===== src/rtl/core/bgi_pkg.sv =====
// Shared constants, codes and types for the bilinear grid interpolator.
// No dependencies; imported by bgi_axis and the core top level (bgi_ram does not use it).
package bgi_pkg;

    localparam int DATA_W       = 32;
    localparam int IDX_W        = 12;
    localparam int NPTS_W       = 7;
    localparam int AXIS_DEPTH   = 64;
    localparam int AXIS_AW      = $clog2(AXIS_DEPTH);
    localparam int SAMPLE_DEPTH = 4096;
    localparam int SAMPLE_AW    = $clog2(SAMPLE_DEPTH);
    localparam int CFG_IDX_W    = 1;
    localparam int S_TDATA_W    = 112;
    localparam int M_TDATA_W    = 32;
    localparam int DIV_STEPS    = DATA_W;
    localparam int DIV_CNT_W    = $clog2(DIV_STEPS);

    // request kinds (s_tuser)
    localparam logic [1:0] FUNC_WR_X   = 2'd0;
    localparam logic [1:0] FUNC_WR_Y   = 2'd1;
    localparam logic [1:0] FUNC_WR_S   = 2'd2;
    localparam logic [1:0] FUNC_QUERY  = 2'd3;

    // result status (m_tuser)
    localparam logic [1:0] STAT_OK     = 2'd0;
    localparam logic [1:0] STAT_SAT    = 2'd1;
    localparam logic [1:0] STAT_ZERO_W = 2'd2;

    // configuration register indexes
    localparam logic [CFG_IDX_W-1:0] CFG_REG_X = 1'd0;
    localparam logic [CFG_IDX_W-1:0] CFG_REG_Y = 1'd1;

    localparam logic [DATA_W-1:0] SAT_POS = 32'h7FFF_FFFF;
    localparam logic [DATA_W-1:0] SAT_NEG = 32'h8000_0000;

    typedef struct packed {
        logic                      en;
        logic [AXIS_AW-1:0]        addr;
        logic [DATA_W-1:0]         data;
    } axis_wr_t;

    typedef struct packed {
        logic                      busy;
        logic [AXIS_AW-1:0]        j;
        logic [DATA_W-1:0]         g_lo;
        logic [DATA_W-1:0]         g_hi;
    } axis_res_t;

endpackage


===== src/rtl/core/bgi_ram.sv =====
// Generic single-write, single-read RAM with registered read data.
// No dependencies.
module bgi_ram #(
    parameter int WIDTH = 32,
    parameter int DEPTH = 64
) (
    input  logic                     clk,
    input  logic                     we,
    input  logic [$clog2(DEPTH)-1:0] waddr,
    input  logic [WIDTH-1:0]         wdata,
    input  logic [$clog2(DEPTH)-1:0] raddr,
    output logic [WIDTH-1:0]         rdata
);

    logic [WIDTH-1:0] mem_reg [DEPTH];
    logic [WIDTH-1:0] rdata_reg;

    always_ff @(posedge clk) begin
        if (we) begin
            mem_reg[waddr] <= wdata;
        end
        rdata_reg <= mem_reg[raddr];
    end

    assign rdata = rdata_reg;

endmodule


===== src/rtl/core/bgi_axis.sv =====
// One grid axis: point store plus clamped halving search for the interval.
// Depends on bgi_pkg and bgi_ram.
module bgi_axis (
    input  logic                            aclk,
    input  logic                            aresetn,
    input  bgi_pkg::axis_wr_t               wr,
    input  logic                            start,
    input  logic signed [bgi_pkg::DATA_W-1:0] coord,
    input  logic [bgi_pkg::NPTS_W-1:0]      npts,
    output bgi_pkg::axis_res_t              res
);
    import bgi_pkg::*;

    localparam logic [2:0] S_IDLE   = 3'd0;
    localparam logic [2:0] S_CHK0   = 3'd1;
    localparam logic [2:0] S_CHKN   = 3'd2;
    localparam logic [2:0] S_MIDRD  = 3'd3;
    localparam logic [2:0] S_MIDCHK = 3'd4;
    localparam logic [2:0] S_FLO    = 3'd5;
    localparam logic [2:0] S_FHI    = 3'd6;
    localparam logic [2:0] S_FDONE  = 3'd7;

    logic [2:0]               state_reg, state_next;
    logic signed [DATA_W-1:0] x_reg;
    logic [NPTS_W-1:0]        n_reg, len_reg, len_next, half, half_next;
    logic [AXIS_AW-1:0]       lo_reg, lo_next, mid, nm2, jc, j_reg;
    logic                     early_reg;
    logic [DATA_W-1:0]        g_lo_reg, g_hi_reg;
    logic [AXIS_AW-1:0]       rd_addr;
    logic [DATA_W-1:0]        rdata;
    logic signed [DATA_W-1:0] g;

    assign g         = $signed(rdata);
    assign nm2       = AXIS_AW'(n_reg - NPTS_W'(2));
    assign half      = len_reg >> 1;
    assign mid       = AXIS_AW'(NPTS_W'(lo_reg) + half);
    assign len_next  = len_reg - half;
    assign half_next = len_next >> 1;
    assign lo_next   = (x_reg > g) ? mid : lo_reg;
    assign jc        = (lo_reg > nm2) ? nm2 : lo_reg;

    bgi_ram #(.WIDTH(DATA_W), .DEPTH(AXIS_DEPTH)) u_pts (
        .clk   (aclk),
        .we    (wr.en),
        .waddr (wr.addr),
        .wdata (wr.data),
        .raddr (rd_addr),
        .rdata (rdata)
    );

    always_comb begin
        rd_addr    = '0;
        state_next = state_reg;
        unique case (state_reg)
            S_IDLE:   if (start) state_next = S_CHK0;
            S_CHK0: begin
                rd_addr    = nm2;
                state_next = S_CHKN;
            end
            S_CHKN: begin
                if (early_reg || x_reg >= g) state_next = S_FLO;
                else                         state_next = S_MIDRD;
            end
            S_MIDRD: begin
                rd_addr    = mid;
                state_next = S_MIDCHK;
            end
            S_MIDCHK: state_next = (half_next == '0) ? S_FLO : S_MIDRD;
            S_FLO: begin
                rd_addr    = jc;
                state_next = S_FHI;
            end
            S_FHI: begin
                rd_addr    = j_reg + AXIS_AW'(1);
                state_next = S_FDONE;
            end
            S_FDONE:  state_next = S_IDLE;
            default:  state_next = S_IDLE;
        endcase
    end

    always_ff @(posedge aclk) begin
        if (!aresetn) begin
            state_reg <= S_IDLE;
        end else begin
            state_reg <= state_next;
        end
    end

    always_ff @(posedge aclk) begin
        unique case (state_reg)
            S_IDLE: begin
                if (start) begin
                    x_reg <= coord;
                    n_reg <= npts;
                end
            end
            S_CHK0: early_reg <= (x_reg <= g);
            S_CHKN: begin
                len_reg <= n_reg;
                if (early_reg)       lo_reg <= '0;
                else if (x_reg >= g) lo_reg <= nm2;
                else                 lo_reg <= '0;
            end
            S_MIDRD: ;
            S_MIDCHK: begin
                lo_reg  <= lo_next;
                len_reg <= len_next;
            end
            S_FLO:   j_reg    <= jc;
            S_FHI:   g_lo_reg <= rdata;
            S_FDONE: g_hi_reg <= rdata;
            default: ;
        endcase
    end

    assign res.busy = (state_reg != S_IDLE);
    assign res.j    = j_reg;
    assign res.g_lo = g_lo_reg;
    assign res.g_hi = g_hi_reg;

endmodule


===== config.mk =====
export PLATFORM = sky130hd
export DESIGN_NAME = bgi_axis
export DESIGN_NICKNAME = d
export VERILOG_FILES = /design/src/rtl/core/bgi_pkg.sv /design/src/rtl/core/bgi_ram.sv /design/src/rtl/core/bgi_axis.sv
export SDC_FILE = /design/constraint.sdc
export NUM_CORES = 2
export LEC_CHECK = 0
export ABC_CLOCK_PERIOD_IN_PS = 4500
export BUFFER_PORTS_ARGS = -buffer_cell sky130_fd_sc_hd__buf_4
export CAP_MARGIN = 25
export CORE_ASPECT_RATIO = 0.9
export CORE_UTILIZATION = 62
export DETAILED_ROUTE_END_ITERATION = 12
export PLACE_DENSITY = 0.76
export SETUP_SLACK_MARGIN = 0.3
export SYNTH_ARGS = -nofsm -noshare
export SYNTH_HDL_FRONTEND = slang
export SYNTH_SLANG_ARGS = --single-unit

===== constraint.sdc =====
create_clock -name aclk -period 4.5 [get_ports aclk]
set_input_delay 0.225 -clock aclk [delete_from_list [all_inputs] [get_ports aclk]]
set_output_delay 0.225 -clock aclk [all_outputs]
set_load 0.02 [all_outputs]

==> impl_metrics.env <==
export IMPL_largest_reg_flops=2048
export IMPL_synth_most_common_cell="edfxtp_1"
export IMPL_yosysUniqueCellTypes=76
export IMPL_setup_tns_final_ns=0
export IMPL_maxCapViolCount=0
export IMPL_floorplan_core_area_um2=140000
export IMPL_grt_ovfl_total=0
export IMPL_place_congestion=0.949
export IMPL_rr_worst_depth=15
export IMPL_clock_latency_ns=0.87
export IMPL_clock_sinks=2206
export IMPL_yosysSeqAreaShare_pct=75.3
export IMPL_tightest_slew_ns=1.07
export IMPL_outcome="completed"
export IMPL_power_mw=46.7
export IMPL_crit_start="n_reg[1]$_DFFE_PP_"
export IMPL_r2r_end="u_pts.rdata[0]$_DFF_P_"
export IMPL_fmax_mhz=239
export IMPL_fin_skew_ns=0.0361
export IMPL_first_iter_violations=9514
export IMPL_rows=130
export IMPL_rsz0062_at_grt="yes"
export IMPL_drc=0
export IMPL_vias_per_cell=6.82
export IMPL_boundaryPins=152
export IMPL_dp_final_hpwl_um=150000
export IMPL_clockRootBuffer="clkbuf_16"
export IMPL_antenna_found_initial=13
export IMPL_ys_ff_latch=2206
export IMPL_place_inst=8081
export IMPL_drt_total_wl_um=257000
export IMPL_final_util_pct=72.4
export IMPL_grt_max_degree=82
export IMPL_grt_pass1_wl_um=368000
export IMPL_multi_input_area_um2=20700
export IMPL_drt_met1_wl_um=90900
export IMPL_clockBufferDepth=3
export IMPL_synth_main_ff_cell="edfxtp_1"
export IMPL_fp_dieW_um=398
export IMPL_portBuffers=151
export IMPL_drtPass1Iterations=8
export IMPL_wl_met3_um=35500
export IMPL_path_max_fanout=33
export IMPL_finalInstanceArea_um2=101000
export IMPL_cp_end_kind="register"
export IMPL_final_antenna_net_count=0
export IMPL_cts_inserted_buffers=205
export IMPL_die_area_um2=143000
export IMPL_endpoint="u_pts.rdata[0]$_DFF_P_"
export IMPL_seq_area_um2=65900
export IMPL_clk_pin_slew_ns=0.06
export IMPL_yosys_area_top_type="edfxtp_1"
export IMPL_grt_pass1_vias=55700
export IMPL_drive_gt1_share_pct=14.9
export IMPL_setup_viol=0
export IMPL_synth_area_leaders="edfxtp_1 (75%), nand2_1 (5.3%), nand3_1 (2.6%)"
export IMPL_finalCriticalPeriod_ns=4.19
export IMPL_ys_async_sr_fraction_pct=0
export IMPL_num_vias=58500
export IMPL_synth_edff_count=2171
export IMPL_wl_met2_um=116000
export IMPL_arrival_ns=4.98
export IMPL_crit_required_ns=5.29
export IMPL_cpPeakStageDelay_ns=0.47
export IMPL_placed_cell_area_um2=93200
export IMPL_gr_usage_all_layers_pct=35.7
export IMPL_slew_violations=0
export IMPL_avgRoutedWirePerCell_um=30.0
export IMPL_fin_crit_sh_pct=93.1
export IMPL_synth_avg_cell_area_um2=14.2
export IMPL_critical_path_class="register to register"
export IMPL_initial_utilization_pct=62.6
export IMPL_p_per_area_nw_per_um2=462
export IMPL_crit_path_top_delay_cell="edfxtp_1"
export IMPL_slew_headroom_pct=28.3
export IMPL_final_hold_violation_count=0
export IMPL_p_leak_nw=34.7
export IMPL_hold_class="primary input to register"
export IMPL_syn_instance_count=6146
export IMPL_htreeDepth=4
export IMPL_crit_path_start_kind="register"
export IMPL_syn_to_final_growth_pct=15.7
export IMPL_die_height_um=358
export IMPL_syn_area_um2=87500
export IMPL_synthTopCellsByCount="edfxtp_1 (2171), nand2_1 (1242), nand3_1 (463)"
export IMPL_vdd_ir_drop_max_mv=0.398
export IMPL_r2r_start="n_reg[1]$_DFFE_PP_"
export IMPL_r2r_slack_ns=0.31
export IMPL_nFillCells=8494
export IMPL_nets=6682
export IMPL_cp_common_cell="buf_4"
export IMPL_cts_tree="built"
export IMPL_crit_chain="inv_2, ha_4, nor3b_4, buf_4, mux2i_2, nand2_1, o211a_1, nor2_4, buf_12, buf_4, a2111oi_0, nor4_1, a22oi_1, o21ai_2, and3_1"
export IMPL_highest_layer="met5"
export IMPL_final_cells=8578
export IMPL_netlist_area_leader_share_pct=74.5
export IMPL_ys_warn_count=0
export IMPL_syn_num_nets=6279
-- power by group --
group	leakage [nW]	internal, mW	switching [mW]	total (mW)
Combinational	11.7	2.21	4.23	6.44
Sequential	19.8	23.0	0.683	23.7
Clock	3.11	9.00	7.60	16.6
Total	34.7	34.2	12.5	46.7
-- worst max-delay path, delay by kind of cell, from the launching register on --
kind	cells	cell delay [ns]
simple gates	5	1.32
flops	1	0.47
fa+ha+maj	1	0.18
mux	1	0.40
buf+inv	4	0.89
compound gates	4	0.83
-- worst min path at each step --
stage	start	end	slack (ns)	depth (start not counted)
3_3_place_gp	coord[8]	x_reg[8]$_DFFE_PP_	0.41	1
6_report	wr[5]	u_pts.mem_reg[33][5]$_DFFE_PP_	0.04	1
4_1_cts	wr[5]	u_pts.mem_reg[45][5]$_DFFE_PP_	0.004	1
5_1_grt	wr[5]	u_pts.mem_reg[33][5]$_DFFE_PP_	0.03	1
3_5_place_dp	coord[10]	x_reg[10]$_DFFE_PP_	0.40	1
2_1_floorplan	npts[0]	n_reg[0]$_DFFE_PP_	0.32	0
-- through the flow --
stage	setup slack (ns)	hold slack, ns
finish	0.310	0.0368
global route	0.182	0.0289
CTS	0.227	0.00378
detailed placement	-0.0620	0.404
global placement	-0.0336	0.405
floorplan	0.592	0.324
-- metal layers --
layer | vias up | GRT usage (%)
met2 | 4671 | 53.5
met1 | 28600 | 49.3
met5 | - | 0
met4 | 10 | 19.3
li1 | 24400 | -
met3 | 788 | 7.93
-- what timing repair did --
item                                   4_1_cts  5_1_grt
setup endpoints to repair                   31       32
gates resized for setup                     43       83
gates cloned                                 1        4
pin swaps                                   10       23
endpoints found under the hold margin     1901        0
setup buffers                               13       17
hold buffers                                73        0
-- placed cells by master, fill, tap and decap left out, types with 16 or more instances in the layout --
cell type / n
buf_4: 453
dfxtp_1: 35
a211oi_1: 238
inv_1: 49
mux2i_1: 149
a221oi_1: 21
dlygate4sd3_1: 73
and3_1: 305
a2111oi_0: 25
nand3_1: 447
o21ai_0: 99
nand2_1: 1241
nor2_1: 35
clkinv_1: 52
a32oi_1: 56
a31oi_1: 154
a21o_1: 16
clkinv_2: 42
ha_1: 49
buf_12: 67
nor2b_1: 16
nor4_1: 24
clkbuf_16: 211
o22ai_1: 17
clkbuf_1: 50
o21ai_1: 18
a21oi_1: 79
o2bb2ai_1: 18
nand4_1: 82
a311oi_1: 47
edfxtp_1: 2171
nor2_4: 72
-- kinds of logic after synthesis --
logic type / after synthesis / share of synthesized area, %
xor gates and xnor gates: 18 / 0.180
adders and majority gates: 52 / 0.761
DFF: 2206 / 75.3
AOI/OAI and AO/OA: 941 / 7.61
buffers and inverters: 470 / 2.32
muxes: 155 / 1.80
and+or+nand+nor: 2304 / 12.0
-- final cells by class --
class                   instances  area share, %
diodes                          8         0.0198
clock buffers                 260           5.34
clock inverters               120          0.954
inverters                      51          0.189
multi-input cells            3471           20.4
flip-flops and latches       2206           65.1
well taps                    1848           2.28
repair buffers                614           5.76
(Power assumes the default switching activity.)
